File: src/hw/rtl/lap3_pkg.sv
// ----------------------------------------------------------------------------
// lap3_pkg: shared definitions of the 3x3 Laplacian filter
// Field widths, register indexes, reset values and the position record that
// travels with every result item through the pipeline.
// ----------------------------------------------------------------------------
package lap3_pkg;

   // Default capacity of each line store, in pixels.
   localparam int MAX_WIDTH_DEF = 1024;

   // Fixed field widths.
   localparam int PIXEL_W     = 8;
   localparam int EDGE_W      = 12;
   localparam int ROW_W       = 16;
   localparam int IMG_W_W     = 11;
   localparam int IMG_H_W     = 16;
   localparam int CSR_DATA_W  = 16;
   localparam int CSR_INDEX_W = 2;

   // Register indexes.
   localparam logic [CSR_INDEX_W-1:0] CSR_IMAGE_WIDTH  = 2'd0;
   localparam logic [CSR_INDEX_W-1:0] CSR_IMAGE_HEIGHT = 2'd1;

   // Register reset values.
   localparam logic [IMG_W_W-1:0] WIDTH_RESET  = 11'd640;
   localparam logic [IMG_H_W-1:0] HEIGHT_RESET = 16'd480;

   // Smallest image side that the filter accepts.
   localparam int MIN_SIZE = 3;

   // Entries of the result queue.
   localparam int OUT_DEPTH = 8;

   // Row position and end-of-frame mark of one result item.
   typedef struct packed {
      logic             last;
      logic [ROW_W-1:0] centre_y;
   } pos_type;

endpackage

File: src/hw/rtl/lap3_out_fifo.sv
// ----------------------------------------------------------------------------
// lap3_out_fifo: result queue of the 3x3 Laplacian filter
// Holds finished result items until the consumer takes them, so that the
// pipeline keeps moving while the output stalls.
// ----------------------------------------------------------------------------
module lap3_out_fifo #(
   parameter int XW    = $clog2(lap3_pkg::MAX_WIDTH_DEF),
   parameter int DEPTH = lap3_pkg::OUT_DEPTH
) (
   input  logic                                clock,
   input  logic                                reset,
   input  logic                                push_valid,
   input  logic signed [lap3_pkg::EDGE_W-1:0]  push_edge_value,
   input  logic [XW-1:0]                       push_centre_x,
   input  lap3_pkg::pos_type                   push_pos,
   output logic                                pop_valid,
   input  logic                                pop_ready,
   output logic signed [lap3_pkg::EDGE_W-1:0]  pop_edge_value,
   output logic [XW-1:0]                       pop_centre_x,
   output lap3_pkg::pos_type                   pop_pos,
   output logic [$clog2(DEPTH+1)-1:0]          count
);
   import lap3_pkg::*;

   localparam int PW = $clog2(DEPTH);
   localparam int CW = $clog2(DEPTH + 1);

   logic signed [EDGE_W-1:0] edge_q_ff [DEPTH];
   logic [XW-1:0]            x_q_ff    [DEPTH];
   pos_type                  pos_q_ff  [DEPTH];

   logic [PW-1:0] wr_ptr_ff, wr_ptr_in;
   logic [PW-1:0] rd_ptr_ff, rd_ptr_in;
   logic [CW-1:0] count_ff,  count_in;
   logic          pop;

   assign pop = pop_valid && pop_ready;

   // Pointer and fill count update.
   always_comb begin
      wr_ptr_in = wr_ptr_ff;
      rd_ptr_in = rd_ptr_ff;
      count_in  = count_ff;
      if (push_valid) begin
         wr_ptr_in = (32'(wr_ptr_ff) == DEPTH - 1) ? '0 : wr_ptr_ff + PW'(1);
      end
      if (pop) begin
         rd_ptr_in = (32'(rd_ptr_ff) == DEPTH - 1) ? '0 : rd_ptr_ff + PW'(1);
      end
      if (push_valid && !pop) begin
         count_in = count_ff + CW'(1);
      end else if (pop && !push_valid) begin
         count_in = count_ff - CW'(1);
      end
   end

   always_ff @(posedge clock) begin
      if (reset) begin
         wr_ptr_ff <= '0;
         rd_ptr_ff <= '0;
         count_ff  <= '0;
      end else begin
         wr_ptr_ff <= wr_ptr_in;
         rd_ptr_ff <= rd_ptr_in;
         count_ff  <= count_in;
      end
   end

   // Entry storage.
   always_ff @(posedge clock) begin
      if (push_valid) begin
         edge_q_ff[wr_ptr_ff] <= push_edge_value;
         x_q_ff[wr_ptr_ff]    <= push_centre_x;
         pos_q_ff[wr_ptr_ff]  <= push_pos;
      end
   end

   assign pop_valid      = (count_ff != '0);
   assign pop_edge_value = edge_q_ff[rd_ptr_ff];
   assign pop_centre_x   = x_q_ff[rd_ptr_ff];
   assign pop_pos        = pos_q_ff[rd_ptr_ff];
   assign count          = count_ff;

   // The credit check upstream must never let the queue overflow.
   a_no_overflow: assert property (@(posedge clock) disable iff (reset)
      (32'(count_ff) == DEPTH) |-> !push_valid)
      else $error("result queue pushed while full");

endmodule

File: config.mk
export PLATFORM = sky130hd
export DESIGN_NAME = lap3_out_fifo
export DESIGN_NICKNAME = d
export VERILOG_FILES = /design/src/hw/rtl/lap3_pkg.sv /design/src/hw/rtl/lap3_out_fifo.sv
export SDC_FILE = /design/constraint.sdc
export NUM_CORES = 1
export LEC_CHECK = 0
export BUFFER_PORTS_ARGS = -buffer_cell sky130_fd_sc_hd__buf_4
export CORE_MARGIN = 2
export CORE_UTILIZATION = 30
export DETAILED_ROUTE_END_ITERATION = 10
export SETUP_SLACK_MARGIN = 0.4
export SYNTH_ARGS = -nofsm -noshare
export SYNTH_HDL_FRONTEND = slang
export SYNTH_SLANG_ARGS = --single-unit
File: constraint.sdc
create_clock -name clock -period 8.8 [get_ports clock]
set_input_delay 0.44 -clock clock [delete_from_list [all_inputs] [get_ports clock]]
set_output_delay 0.44 -clock clock [all_outputs]
set_load 0.02 [all_outputs]
==> metrics.md <==
| Metric | Value |
|---|---|
| Slowest stage cell, crit path | `sky130_fd_sc_hd__dfxtp_4` |
| DPL Wire Length | `~13 mm` |
| Clock tree sinks | `325` |
| Number of flops mapped to enable cells by yosys | `about 310` |
| Wire length per cell after detailed routing | `20.8 um` |
| Overall die height | `208 um` |
| Largest buffer count on any clock path | `3` |
| All-Layer GR Usage | `11.5%` |
| Critical path's most frequent cell | `sky130_fd_sc_hd__buf_4` |
| Routed vias | `5,476` |
| Number of buffer and inverter instances along the worst setup path | `2` |
| Chip Width | `208 um` |
| Pwr dens | `263 nW/um^2` |
| Area share of the largest cell type after synthesis | `75.4%` |
| Period minus WS final | `3.77 ns` |
| Placed standard-cell area | `13,700 sq um` |
| DRC viols | `0` |
| Sequential area share after synthesis | `between 70 and 80%` |
| Initial core utilization | `a little over 30%` |
| Global routing met3 resource utilization | `2.97%` |
| Number of max-cap violations | `0` |
| Final routed wirelength across all metal layers | `24.9 mm` |
| Post-Synthesis Mean Instance Area | `23.8 sq um` |
| Final setup viols | `0` |
| Register bit total from synthesis | `325` |
| Final GP Congestion | `0.651` |
| Top FF cell, synth | `sky130_fd_sc_hd__edfxtp_1` |
| Setup Crit Path Kind | `reg -> out` |
| Worst path cell trace | `buf_4 > mux4_2 > mux2_2 > buf_4` |
| Post-layout worst setup margin | `just over 5 ns` |
| Worst-case register-to-register setup slack | `6.03 ns` |
| Slew at the pin closest to its max-slew limit | `between 1 and 1.5 ns` |
| Setup Skew | `a little over 0.009 ns` |
| Ratio of cells with drive above 1 in the final layout | `41.3%` |
| Sort of element at the end of the critical path | `primary output` |
| Peak Freq | `265 MHz` |
| Outcome | `finished, final reports clean` |
| Critical path data arrival time | `3.33 ns` |
| Most area-hungry cell type in the Yosys netlist | `sky130_fd_sc_hd__edfxtp_1` |
| Drt initial violations | `387` |
| Part of the cycle the worst path needs | `42.9%` |
| Yosys warning count | `0` |
| Most used standard cell by instance count after synthesis | `sky130_fd_sc_hd__edfxtp_1` |
| Largest net degree at the start of global routing | `59` |
| Met1 routing resource usage after global routing | `15.1%` |
| Top cells by count, synth | `312 x sky130_fd_sc_hd__edfxtp_1, 78 x sky130_fd_sc_hd__mux4_2, 20 x sky130_fd_sc_hd__mux2_2, 20 x sky130_fd_sc_hd__mux2_4, 15 x sky130_fd_sc_hd__nor2_1` |
| Layout overhead on the synthesized area | `19.2%` |
| Remaining global-route overflow | `0` |
| Post-route antenna net violation count | `0` |
| Worst-path clk slew | `0.06 ns` |
| Global-route wire length before repair | `around 37 mm` |
| Hold_sp | `push_edge_value[6]` |
| Number of hold buffers added after cts | `0` |
| Setup crit start kind | `register` |
| Worst Hold Class | `in -> reg` |
| Routed vias/inst | `4.59` |
| Final Slew Violations | `0` |
| Clk Latency, worst-skew pair | `0.51 ns` |
| Placeable core region | `slightly above 40,000 sq um` |
| CTS-repair resized insts | `0` |
| Worst-path fanout max | `40` |
| Cell family contributing the most delay on the critical path | `buffers and inverters` |
| Clock tree from TritonCTS | `built` |
| Number of global-route vias before repair | `approximately 5,900` |
| Count of inserted antenna diode cells | `0` |
| First-pass iteration count of the detailed router | `4` |
| H-tree lvl count | `2` |
| Antenna violations before repair | `2` |
| Synth area leaders | `sky130_fd_sc_hd__edfxtp_1 75%, sky130_fd_sc_hd__mux4_2 14%, sky130_fd_sc_hd__mux2_4 2.4%` |
| R2R Path Start | `count[1]$_SDFFE_PP0P_` |
| Total Power Consumption | `3.89 mW` |
| Total die area | `43,100 sq um` |
| Syn nets | `between 500 and 600` |
| GRT met2 Usage | `about a fifth` |
| Busiest metal layer after global routing | `met2` |
| Worst relative slew slack | `28.9%` |
| # Post-CTS Setup Buffers | `0` |
| Cells after Synth | `523` |
| Lkg Pwr | `4.74 nW` |
| Data required time of the worst path | `8.36 ns` |
| Clk root buf | `sky130_fd_sc_hd__clkbuf_16` |
| Buffers on Ports | `86` |
| Synthesized cell area | `about 12,000 sq um` |
| Worst IR drop on VDD | `~0.11 mV` |
| Number of buffers created by CTS | `36` |
| Async SR Flop Fraction | `0%` |
| DP Worst Slack | `5.45 ns` |
| Post-route design area | `14,800 sq um` |
| Crit path largest cell delay | `0.88 ns` |
| Setup_tns | `0 ns` |
| # IOs | `87` |
| Floorplan row count | `74` |
| Net count, final | `just under 700` |
| Count of unique library cells instantiated by Yosys | `28` |
| Hold Fails Final Rpt | `0` |
| RSZ-0062 raised after global routing | `false` |
## final cells by class
class,instances,area (sq um)
clock buffer,49,981
fill,3699,26000
sequential,325,9640
clock inverter,16,108
tap,532,666
inverter,1,3.75
multi-input combinational,173,2700
timing repair buffer,97,728
## power by group
part | internal, mW | leakage [nW] | switching [mW]
clock | 0.813 | 0.534 | 0.578
combinational | 0.372 | 1.26 | 0.324
sequential | 1.74 | 2.94 | 0.0641
## state kept, by name (all words and copies together) (netlist names), named ones only
register / flops
wr_ptr_ff: 3
pos_q_ff: 136
rd_ptr_ff: 3
count: 4
edge_q_ff: 96
x_q_ff: 80
## per-stage QoR
| stage | hold slack, ns | util, % | std cells |
|---|---|---|---|
| 3_5_place_dp | 0.469 | 33.6 | 1128 |
| 5_1_grt | 0.147 | 36.3 | 1193 |
| 4_1_cts | 0.130 | 36.3 | 1193 |
| 2_1_floorplan | 0.450 | - | 523 |
| 6_report | 0.159 | 36.3 | 1193 |
| 3_3_place_gp | 0.465 | 33.6 | 1128 |
## kinds of logic after synthesis
group / share of synthesized area, %
muxes: 18.6
DFF: 77.5
AOI/OAI and AO/OA: 0.352
adders and majority gates: 0.866
xor gates and xnor gates: 0.141
and+or+nand+nor: 1.29
buffers and inverters: 1.30
## worst reg2reg max path, cell delays in order (launching register included)
cell and delay (ns):
sky130_fd_sc_hd__dfxtp_1 0.36, sky130_fd_sc_hd__or4_1 0.63, sky130_fd_sc_hd__nand2_1 0.19, sky130_fd_sc_hd__ha_1 0.19, sky130_fd_sc_hd__inv_1 0.09, sky130_fd_sc_hd__ha_1 0.34, sky130_fd_sc_hd__a21oi_1 0.21, sky130_fd_sc_hd__a211oi_1 0.11
sky130_fd_sc_hd__a31oi_1 0.19, sky130_fd_sc_hd__mux2_2 0.35
## routing by layer
metal / share of wire, % / vias to the layer above
met5: 0.12 / -
met4: 2.0 / 4
met3: 4.9 / 44
li1: - / 2426
met2: 49 / 109
met1: 44 / 2893
## cell usage in the layout (no fill, tap or decap), drive strengths merged, types with 2 or more instances in the layout
cell	instances
mux2i	3
a21oi	6
clkinv	12
clkbuf	49
buf	97
nor3	2
nand3	2
edfxtp	312
inv	4
mux2	40
nand2	6
dfxtp	13
mux4	78
nand2b	4
nor2	15
ha	7
## path summary, 6_finish.rpt
check | cells after the start | to
worst max-delay path | 4 | pop_edge_value[5]
worst min-delay path | 1 | edge_q_ff[4][6]$_DFFE_PP_
worst max register to register | 9 | count[3]$_SDFFE_PP0P_
worst min register to register | 2 | register
Power figures use the tool's default switching activity.
