[config.mk]
export PLATFORM = sky130hd
export DESIGN_NAME = lap3_window
export DESIGN_NICKNAME = d
export VERILOG_FILES = /design/src/hw/rtl/lap3_pkg.sv /design/src/hw/rtl/lap3_window.sv
export SDC_FILE = /design/constraint.sdc
export NUM_CORES = 1
export LEC_CHECK = 0
export BUFFER_PORTS_ARGS = -buffer_cell sky130_fd_sc_hd__buf_2
export CORE_UTILIZATION = 52
export CTS_CLUSTER_SIZE = 16
export DETAILED_ROUTE_END_ITERATION = 16
export GPL_TIMING_DRIVEN = 1
export PLACE_DENSITY = 0.76
export SYNTH_ARGS = -nofsm -noshare
export SYNTH_HDL_FRONTEND = slang
export SYNTH_SLANG_ARGS = --single-unit
export TNS_END_PERCENT = 20
[constraint.sdc]
create_clock -name clock -period 3.5 [get_ports clock]
set_input_delay 0.525 -clock clock [delete_from_list [all_inputs] [get_ports clock]]
set_output_delay 0.525 -clock clock [all_outputs]
set_load 0.05 [all_outputs]
[src/hw/rtl/lap3_pkg.sv]
// ----------------------------------------------------------------------------
// lap3_pkg: shared definitions of the 3x3 Laplacian filter
// Field widths, register indexes, reset values and the position record that
// travels with every result item through the pipeline.
// ----------------------------------------------------------------------------
package lap3_pkg;

   // Default capacity of each line store, in pixels.
   localparam int MAX_WIDTH_DEF = 1024;

   // Fixed field widths.
   localparam int PIXEL_W     = 8;
   localparam int EDGE_W      = 12;
   localparam int ROW_W       = 16;
   localparam int IMG_W_W     = 11;
   localparam int IMG_H_W     = 16;
   localparam int CSR_DATA_W  = 16;
   localparam int CSR_INDEX_W = 2;

   // Register indexes.
   localparam logic [CSR_INDEX_W-1:0] CSR_IMAGE_WIDTH  = 2'd0;
   localparam logic [CSR_INDEX_W-1:0] CSR_IMAGE_HEIGHT = 2'd1;

   // Register reset values.
   localparam logic [IMG_W_W-1:0] WIDTH_RESET  = 11'd640;
   localparam logic [IMG_H_W-1:0] HEIGHT_RESET = 16'd480;

   // Smallest image side that the filter accepts.
   localparam int MIN_SIZE = 3;

   // Entries of the result queue.
   localparam int OUT_DEPTH = 8;

   // Row position and end-of-frame mark of one result item.
   typedef struct packed {
      logic             last;
      logic [ROW_W-1:0] centre_y;
   } pos_type;

endpackage

[src/hw/rtl/lap3_window.sv]
// ----------------------------------------------------------------------------
// lap3_window: 3x3 window and Laplacian arithmetic
// Shifts one column per pixel into the window, then forms the row sums and
// the final neighbour sum minus eight times the centre over two stages.
// ----------------------------------------------------------------------------
module lap3_window #(
   parameter int XW = $clog2(lap3_pkg::MAX_WIDTH_DEF)
) (
   input  logic                                  clock,
   input  logic                                  reset,
   input  logic                                  in_valid,
   input  logic                                  in_emit,
   input  logic [lap3_pkg::PIXEL_W-1:0]          in_pixel,
   input  logic [2*lap3_pkg::PIXEL_W-1:0]        in_store,
   input  logic [XW-1:0]                         in_centre_x,
   input  lap3_pkg::pos_type                     in_pos,
   output logic                                  out_valid,
   output logic signed [lap3_pkg::EDGE_W-1:0]    out_edge_value,
   output logic [XW-1:0]                         out_centre_x,
   output lap3_pkg::pos_type                     out_pos,
   output logic [1:0]                            inflight
);
   import lap3_pkg::*;

   localparam int ROW3_W = PIXEL_W + 2;
   localparam int ROW2_W = PIXEL_W + 1;
   localparam int NB_W   = PIXEL_W + 3;

   logic [PIXEL_W-1:0] win_ff [9];

   logic               s2_valid_ff;
   logic [XW-1:0]      s2_centre_x_ff;
   pos_type            s2_pos_ff;

   logic               s3_valid_ff;
   logic [XW-1:0]      s3_centre_x_ff;
   pos_type            s3_pos_ff;
   logic [ROW3_W-1:0]  top_sum_ff;
   logic [ROW2_W-1:0]  side_sum_ff;
   logic [ROW3_W-1:0]  bot_sum_ff;
   logic [PIXEL_W-1:0] centre_ff;

   logic [NB_W-1:0]    neighbour_sum;

   // Window shift: the new column is upper store, middle store, incoming pixel.
   always_ff @(posedge clock) begin
      if (in_valid) begin
         for (int k = 0; k < 3; k++) begin
            win_ff[k*3]     <= win_ff[k*3+1];
            win_ff[k*3 + 1] <= win_ff[k*3+2];
         end
         win_ff[2] <= in_store[2*PIXEL_W-1:PIXEL_W];
         win_ff[5] <= in_store[PIXEL_W-1:0];
         win_ff[8] <= in_pixel;
      end
   end

   // Stage valid bits; only items that produce a result go on.
   always_ff @(posedge clock) begin
      if (reset) begin
         s2_valid_ff <= 1'b0;
         s3_valid_ff <= 1'b0;
      end else begin
         s2_valid_ff <= in_valid && in_emit;
         s3_valid_ff <= s2_valid_ff;
      end
   end

   // Position is registered alongside the window shift.
   always_ff @(posedge clock) begin
      if (in_valid) begin
         s2_centre_x_ff <= in_centre_x;
         s2_pos_ff      <= in_pos;
      end
   end

   // Row sums of the finished window.
   always_ff @(posedge clock) begin
      if (s2_valid_ff) begin
         top_sum_ff     <= ROW3_W'(win_ff[0]) + ROW3_W'(win_ff[1]) + ROW3_W'(win_ff[2]);
         side_sum_ff    <= ROW2_W'(win_ff[3]) + ROW2_W'(win_ff[5]);
         bot_sum_ff     <= ROW3_W'(win_ff[6]) + ROW3_W'(win_ff[7]) + ROW3_W'(win_ff[8]);
         centre_ff      <= win_ff[4];
         s3_centre_x_ff <= s2_centre_x_ff;
         s3_pos_ff      <= s2_pos_ff;
      end
   end

   // Neighbour sum minus eight times the centre; the queue registers it.
   assign neighbour_sum  = NB_W'(top_sum_ff) + NB_W'(side_sum_ff) + NB_W'(bot_sum_ff);
   assign out_edge_value = $signed({1'b0, neighbour_sum}) - $signed({1'b0, centre_ff, 3'b000});
   assign out_valid      = s3_valid_ff;
   assign out_centre_x   = s3_centre_x_ff;
   assign out_pos        = s3_pos_ff;
   assign inflight       = {1'b0, s2_valid_ff} + {1'b0, s3_valid_ff};

endmodule

==> summary by stage <==
Worst hold path
For hold timing, the worst endpoint is s2_valid_ff$_SDFF_PP0_. The worst hold path was traced through 2 stages. The class of the tightest hold or removal check is in2reg.

In this run the most critical hold path is launched from reset.

Cells and area
Compared with the post-synthesis result, the final layout area differs by 24.45%. The fraction of layout instances using a drive strength above 1 is 0.3228. The count of cells in the finished layout, fillers not included, comes to about 750.

The final antenna diode count is 0. The post-layout net count is approximately 700. Leaving out fill and tap cells, the most frequent cells in the layout are sky130_fd_sc_hd__edfxtp_1, sky130_fd_sc_hd__buf_2, sky130_fd_sc_hd__inv_1, sky130_fd_sc_hd__ha_1, sky130_fd_sc_hd__fa_1. The leading cell type in the layout, fill and taps excluded is sky130_fd_sc_hd__edfxtp_1.

Power and ir drop
The static power due to leakage is ~3.5 nW. Of the total power, combinational logic draws 0.362. Of the total power, registers draw 0.355. Of the total power, the share spent switching nets is 0.3197. Power spread over the standard cell area amounts to roughly 770 nW/um^2. Of the total power, the clock network draws 0.282. Summed over all nets, the switching power comes to about 2.2 mW. The internal power is approximately 4.6 mW. Across the VDD grid, the largest voltage drop is around 0.45 mV.

Floorplanning
The floorplan step set the die height to 119.4 um. The core region is approximately 13000 sq um. The number of rows in the core area is 42.

For this configuration, the core starts out at a cell density of 0.5367. The die covers roughly 14000 sq um. The chip width is about 120 um. The number of top-level design ports is between 90 and 100.

STA
The worst setup margin is -702.2 ps. The slew at the pin closest to its max-slew limit is 846.9 ps. Setup repair after global routing could not meet its margin everywhere. For the final routed database, the setup TNS stands at -3892 ps. Measured against its own limit, the worst slew margin works out to 0.4354.

After layout, the minimum clock period comes to between 4000 and 5000 ps. The setup violation total in the final timing report is 8. Static timing analysis puts the maximum clock frequency at 238.0 MHz. The total count of hold-check failures in the final report is 0. The number of max-slew violations in the final report is 0. The final cycle utilization of the critical path is 1.201. The setup skew after layout is 6.545 ps.

Placement
Counting tap cells, the placed design contains a total of slightly above 700 instances. The routability-driven placement congestion ratio is between 0.8 and 0.9. The final HPWL from detailed placement is 7933 um. Input and output buffers added on the ports amount to 96.

Worst setup path
The delay contributed by the slowest stage of the critical path is between 500 and 600 ps. The type of the worst setup path is reg2out. The capture point of the worst reg-to-reg path is bot_sum_ff[7]$_DFFE_PP_. Counting cells, the worst reg-to-reg path comes to 9. The kind of start point of the critical path is a register. STA classifies the critical path endpoint as an output port.

Data on the critical path is required at its endpoint by between 2000 and 3000 ps. The worst register-to-register path has a setup slack of approximately 980 ps. STA puts the critical path data arrival time at 3680 ps. The most numerous cell type found on the critical path is sky130_fd_sc_hd__inv_2. In this run the critical register-to-register path is launched from win_ff[0][49]$_DFFE_PP_. Together, buffers and inverters on the worst path number 3. The cell type of the slowest stage on the worst timing path is sky130_fd_sc_hd__fa_1. Of all nets on the critical path, the largest fanout is 4. The critical path runs through a total of 14 cells. The critical path starts at top_sum_ff[1]$_DFFE_PP_. The kind of cell adding the most delay to the critical path is adder cells. Traced cell by cell, the critical path runs through fa_1 -> ha_2 -> inv_2 -> fa_2 -> inv_2 -> a21o_1 -> a41o_2 -> nor2_1 -> xnor2_1 -> ha_1 -> o2111ai_2 -> a31oi_4 -> xor2_4 -> buf_6.

Global route
The first global-routing pass estimated around 19000 um of wire. Across every metal layer, demand over resource in global routing totals 0.1736. The initial antenna violation count is 0. The residual overflow from global routing is 0. The pin count of the biggest net entering global routing is between 60 and 70.

The via count of the first global-routing pass is 4011.

Logic synthesis
The main combinational cell family by area after synthesis is adder cells. Of the synthesized area, sequential elements account for 0.6888. After synthesis, the share of cell area in mux cells is 0. The synthesized-area fraction occupied by adder cells is 0.1554. The post-synthesis compound-gate area fraction is 0.05973.

Of the total synthesized cell area, the portion taken by XOR and XNOR cells is 0.03545. The netlist area before placement is 7164 sq um. Synthesis produced a netlist with a net count of roughly 550.

Averaged over all synthesized cells, the footprint is roughly 17 sq um. The count of state elements after synthesis is between 150 and 200. The post-synthesis cell type count is between 40 and 50. For this run, the number of Yosys warnings is 0. The instance count of the mapped netlist is 419.

Of the total synthesized cell area, the portion taken by AND, OR, NAND and NOR gates is 0.03807.

Flow run
The number of max-capacitance violations reported is 0.

Clock tree
The clock passes through at most 2 buffers. For this design, the sink count on the clock tree is 165. The TritonCTS clock tree is built. The H-tree level count is 4. The clock reaches the later pin of the worst-skew pair after between 400 and 500 ps. Clock-pin slew was measured on the worst setup and hold paths at 60 ps. The buffer cell driving the clock tree root is sky130_fd_sc_hd__clkbuf_16. After clock tree synthesis, the flow added hold-fix buffers numbering 0. The CTS buffer count is 17.

Drt
The post-detailed-routing wire length is roughly 11000 um. The detailed-route DRC error count is 0. The first detailed-routing pass took 6 iterations.

The number of vias in the routed layout is 3790. Once detail routing completed, the nets flagged for antenna violations numbered 0. The first-iteration detailed-routing DRC count is about 180.

The mean number of vias per cell is around 5.1. The routed wirelength normalized by instance count is between 15 and 20 um.

Run status
The final reports fail on negative setup slack. The run finished, with violations left.
[per-stage QoR]
stage	power [mW]	worst slack [ps]	utilization	hold slack [ps]	cell area, sq um
5_1_grt	7.144	-876.5	0.6680	254.4	8916
3_5_place_dp	4.607	-449.4	0.6103	404.5	8147
2_1_floorplan	4.076	-352.2	-	400.3	7284
4_1_cts	6.759	-749.4	0.6640	245.5	8864
6_report	6.831	-702.2	0.6680	263.2	8916
3_3_place_gp	4.541	-347.4	0.6103	400.1	8147
[cells in the mapped netlist]
| master | instances | share of area |
|---|---|---|
| sky130_fd_sc_hd__nor3_1 | 5 | 0.0035 |
| sky130_fd_sc_hd__o31ai_1 | 1 | 0.0010 |
| sky130_fd_sc_hd__a21o_2 | 1 | 0.0012 |
| sky130_fd_sc_hd__nor2b_1 | 5 | 0.0044 |
| sky130_fd_sc_hd__a211oi_1 | 6 | 0.0063 |
| sky130_fd_sc_hd__ha_1 | 41 | 0.072 |
| sky130_fd_sc_hd__and2_1 | 2 | 0.0017 |
| sky130_fd_sc_hd__inv_1 | 43 | 0.023 |
| sky130_fd_sc_hd__nand3_1 | 1 | 0.00070 |
| sky130_fd_sc_hd__or4_1 | 4 | 0.0042 |
| sky130_fd_sc_hd__nand2_1 | 9 | 0.0047 |
| sky130_fd_sc_hd__o21bai_1 | 1 | 0.0010 |
| sky130_fd_sc_hd__a2111oi_4 | 1 | 0.0038 |
| sky130_fd_sc_hd__a41o_2 | 1 | 0.0016 |
| sky130_fd_sc_hd__and3_1 | 2 | 0.0017 |
| sky130_fd_sc_hd__or2_2 | 2 | 0.0017 |
| sky130_fd_sc_hd__nor2_1 | 17 | 0.0089 |
| sky130_fd_sc_hd__o21ai_0 | 9 | 0.0063 |
| sky130_fd_sc_hd__edfxtp_1 | 163 | 0.68 |
| sky130_fd_sc_hd__nand4_1 | 1 | 0.00087 |
| sky130_fd_sc_hd__nand3b_1 | 1 | 0.0010 |
| sky130_fd_sc_hd__a31oi_1 | 2 | 0.0017 |
| sky130_fd_sc_hd__and2_4 | 1 | 0.0012 |
| sky130_fd_sc_hd__xor2_1 | 7 | 0.0086 |
| sky130_fd_sc_hd__o221ai_1 | 2 | 0.0024 |
| sky130_fd_sc_hd__nand2b_1 | 2 | 0.0017 |
| sky130_fd_sc_hd__a21boi_0 | 1 | 0.0010 |
| sky130_fd_sc_hd__o21ai_1 | 2 | 0.0014 |
| sky130_fd_sc_hd__xnor2_1 | 22 | 0.027 |
| sky130_fd_sc_hd__dfxtp_1 | 2 | 0.0056 |
| sky130_fd_sc_hd__and3_4 | 1 | 0.0016 |
| sky130_fd_sc_hd__a21o_4 | 1 | 0.0021 |
| sky130_fd_sc_hd__o41ai_2 | 1 | 0.0023 |
| sky130_fd_sc_hd__o41ai_1 | 1 | 0.0012 |
| sky130_fd_sc_hd__a21oi_1 | 11 | 0.0077 |
| sky130_fd_sc_hd__a221oi_1 | 2 | 0.0024 |
| sky130_fd_sc_hd__a311oi_1 | 1 | 0.0012 |
| sky130_fd_sc_hd__a21o_1 | 5 | 0.0052 |
| sky130_fd_sc_hd__o21a_1 | 8 | 0.0084 |
| sky130_fd_sc_hd__o2111ai_1 | 1 | 0.0012 |
| sky130_fd_sc_hd__fa_1 | 30 | 0.084 |
[sequential cells by signal (all words and copies together), names as in the netlist]
| register | cells |
|---|---|
| bot_sum_ff | 10 |
| centre_ff | 8 |
| out_centre_x | 10 |
| out_pos | 17 |
| out_valid | 1 |
| s2_centre_x_ff | 10 |
| s2_pos_ff | 17 |
| s2_valid_ff | 1 |
| side_sum_ff | 9 |
| top_sum_ff | 10 |
| win_ff | 72 |
[logic make-up after synthesis]
| kind of cell | Yosys count |
|---|---|
| buf+inv | 43 |
| simple gates | 53 |
| xor+xnor | 29 |
| compound gates | 58 |
| fa+ha+maj | 71 |
| flops | 165 |
[final cells by class]
| cell class | instances | area [sq um] |
|---|---|---|
| flip-flops and latches | 165 | 4936 |
| fillers | 925 | 4432 |
| multi-input cells | 211 | 2277 |
| repair buffers | 119 | 701.9 |
| clock buffers | 23 | 467.9 |
| well taps | 176 | 220.2 |
| inverters | 43 | 161.4 |
| clock inverters | 9 | 151.4 |
[worst max-delay path by stage]
stage / end
after floorplan: out_edge_value[11]
after global placement: out_edge_value[10]
after detailed placement: out_edge_value[10]
after CTS: out_edge_value[10]
after global routing: out_edge_value[9]
final: out_edge_value[10]
[power by group through the flow]
stage	clock (mW)	sequential (mW)	combinational, mW
after floorplan	0	2.51	1.56
after global placement	0	2.46	2.08
after detailed placement	0	2.47	2.14
after CTS	1.96	2.43	2.37
after global routing	2.04	2.44	2.66
final	1.93	2.43	2.47
[repair_timing]
action                                  CTS  global route
setup buffers                             1             1
gates cloned                              0             0
endpoints found under the setup margin    8             8
pin swaps                                19            16
gates resized for setup                  24            10
[routing by layer]
layer,up-vias,global-route usage,routed length (um),part of all wire
met1,1833,0.1985,4632,0.41
met4,0,0.06641,150,0.013
met5,-,0,0,0
met3,20,0.07184,855,0.075
li1,1821,-,-,-
met2,116,0.2907,5760,0.51
(Power assumes the default switching activity.)
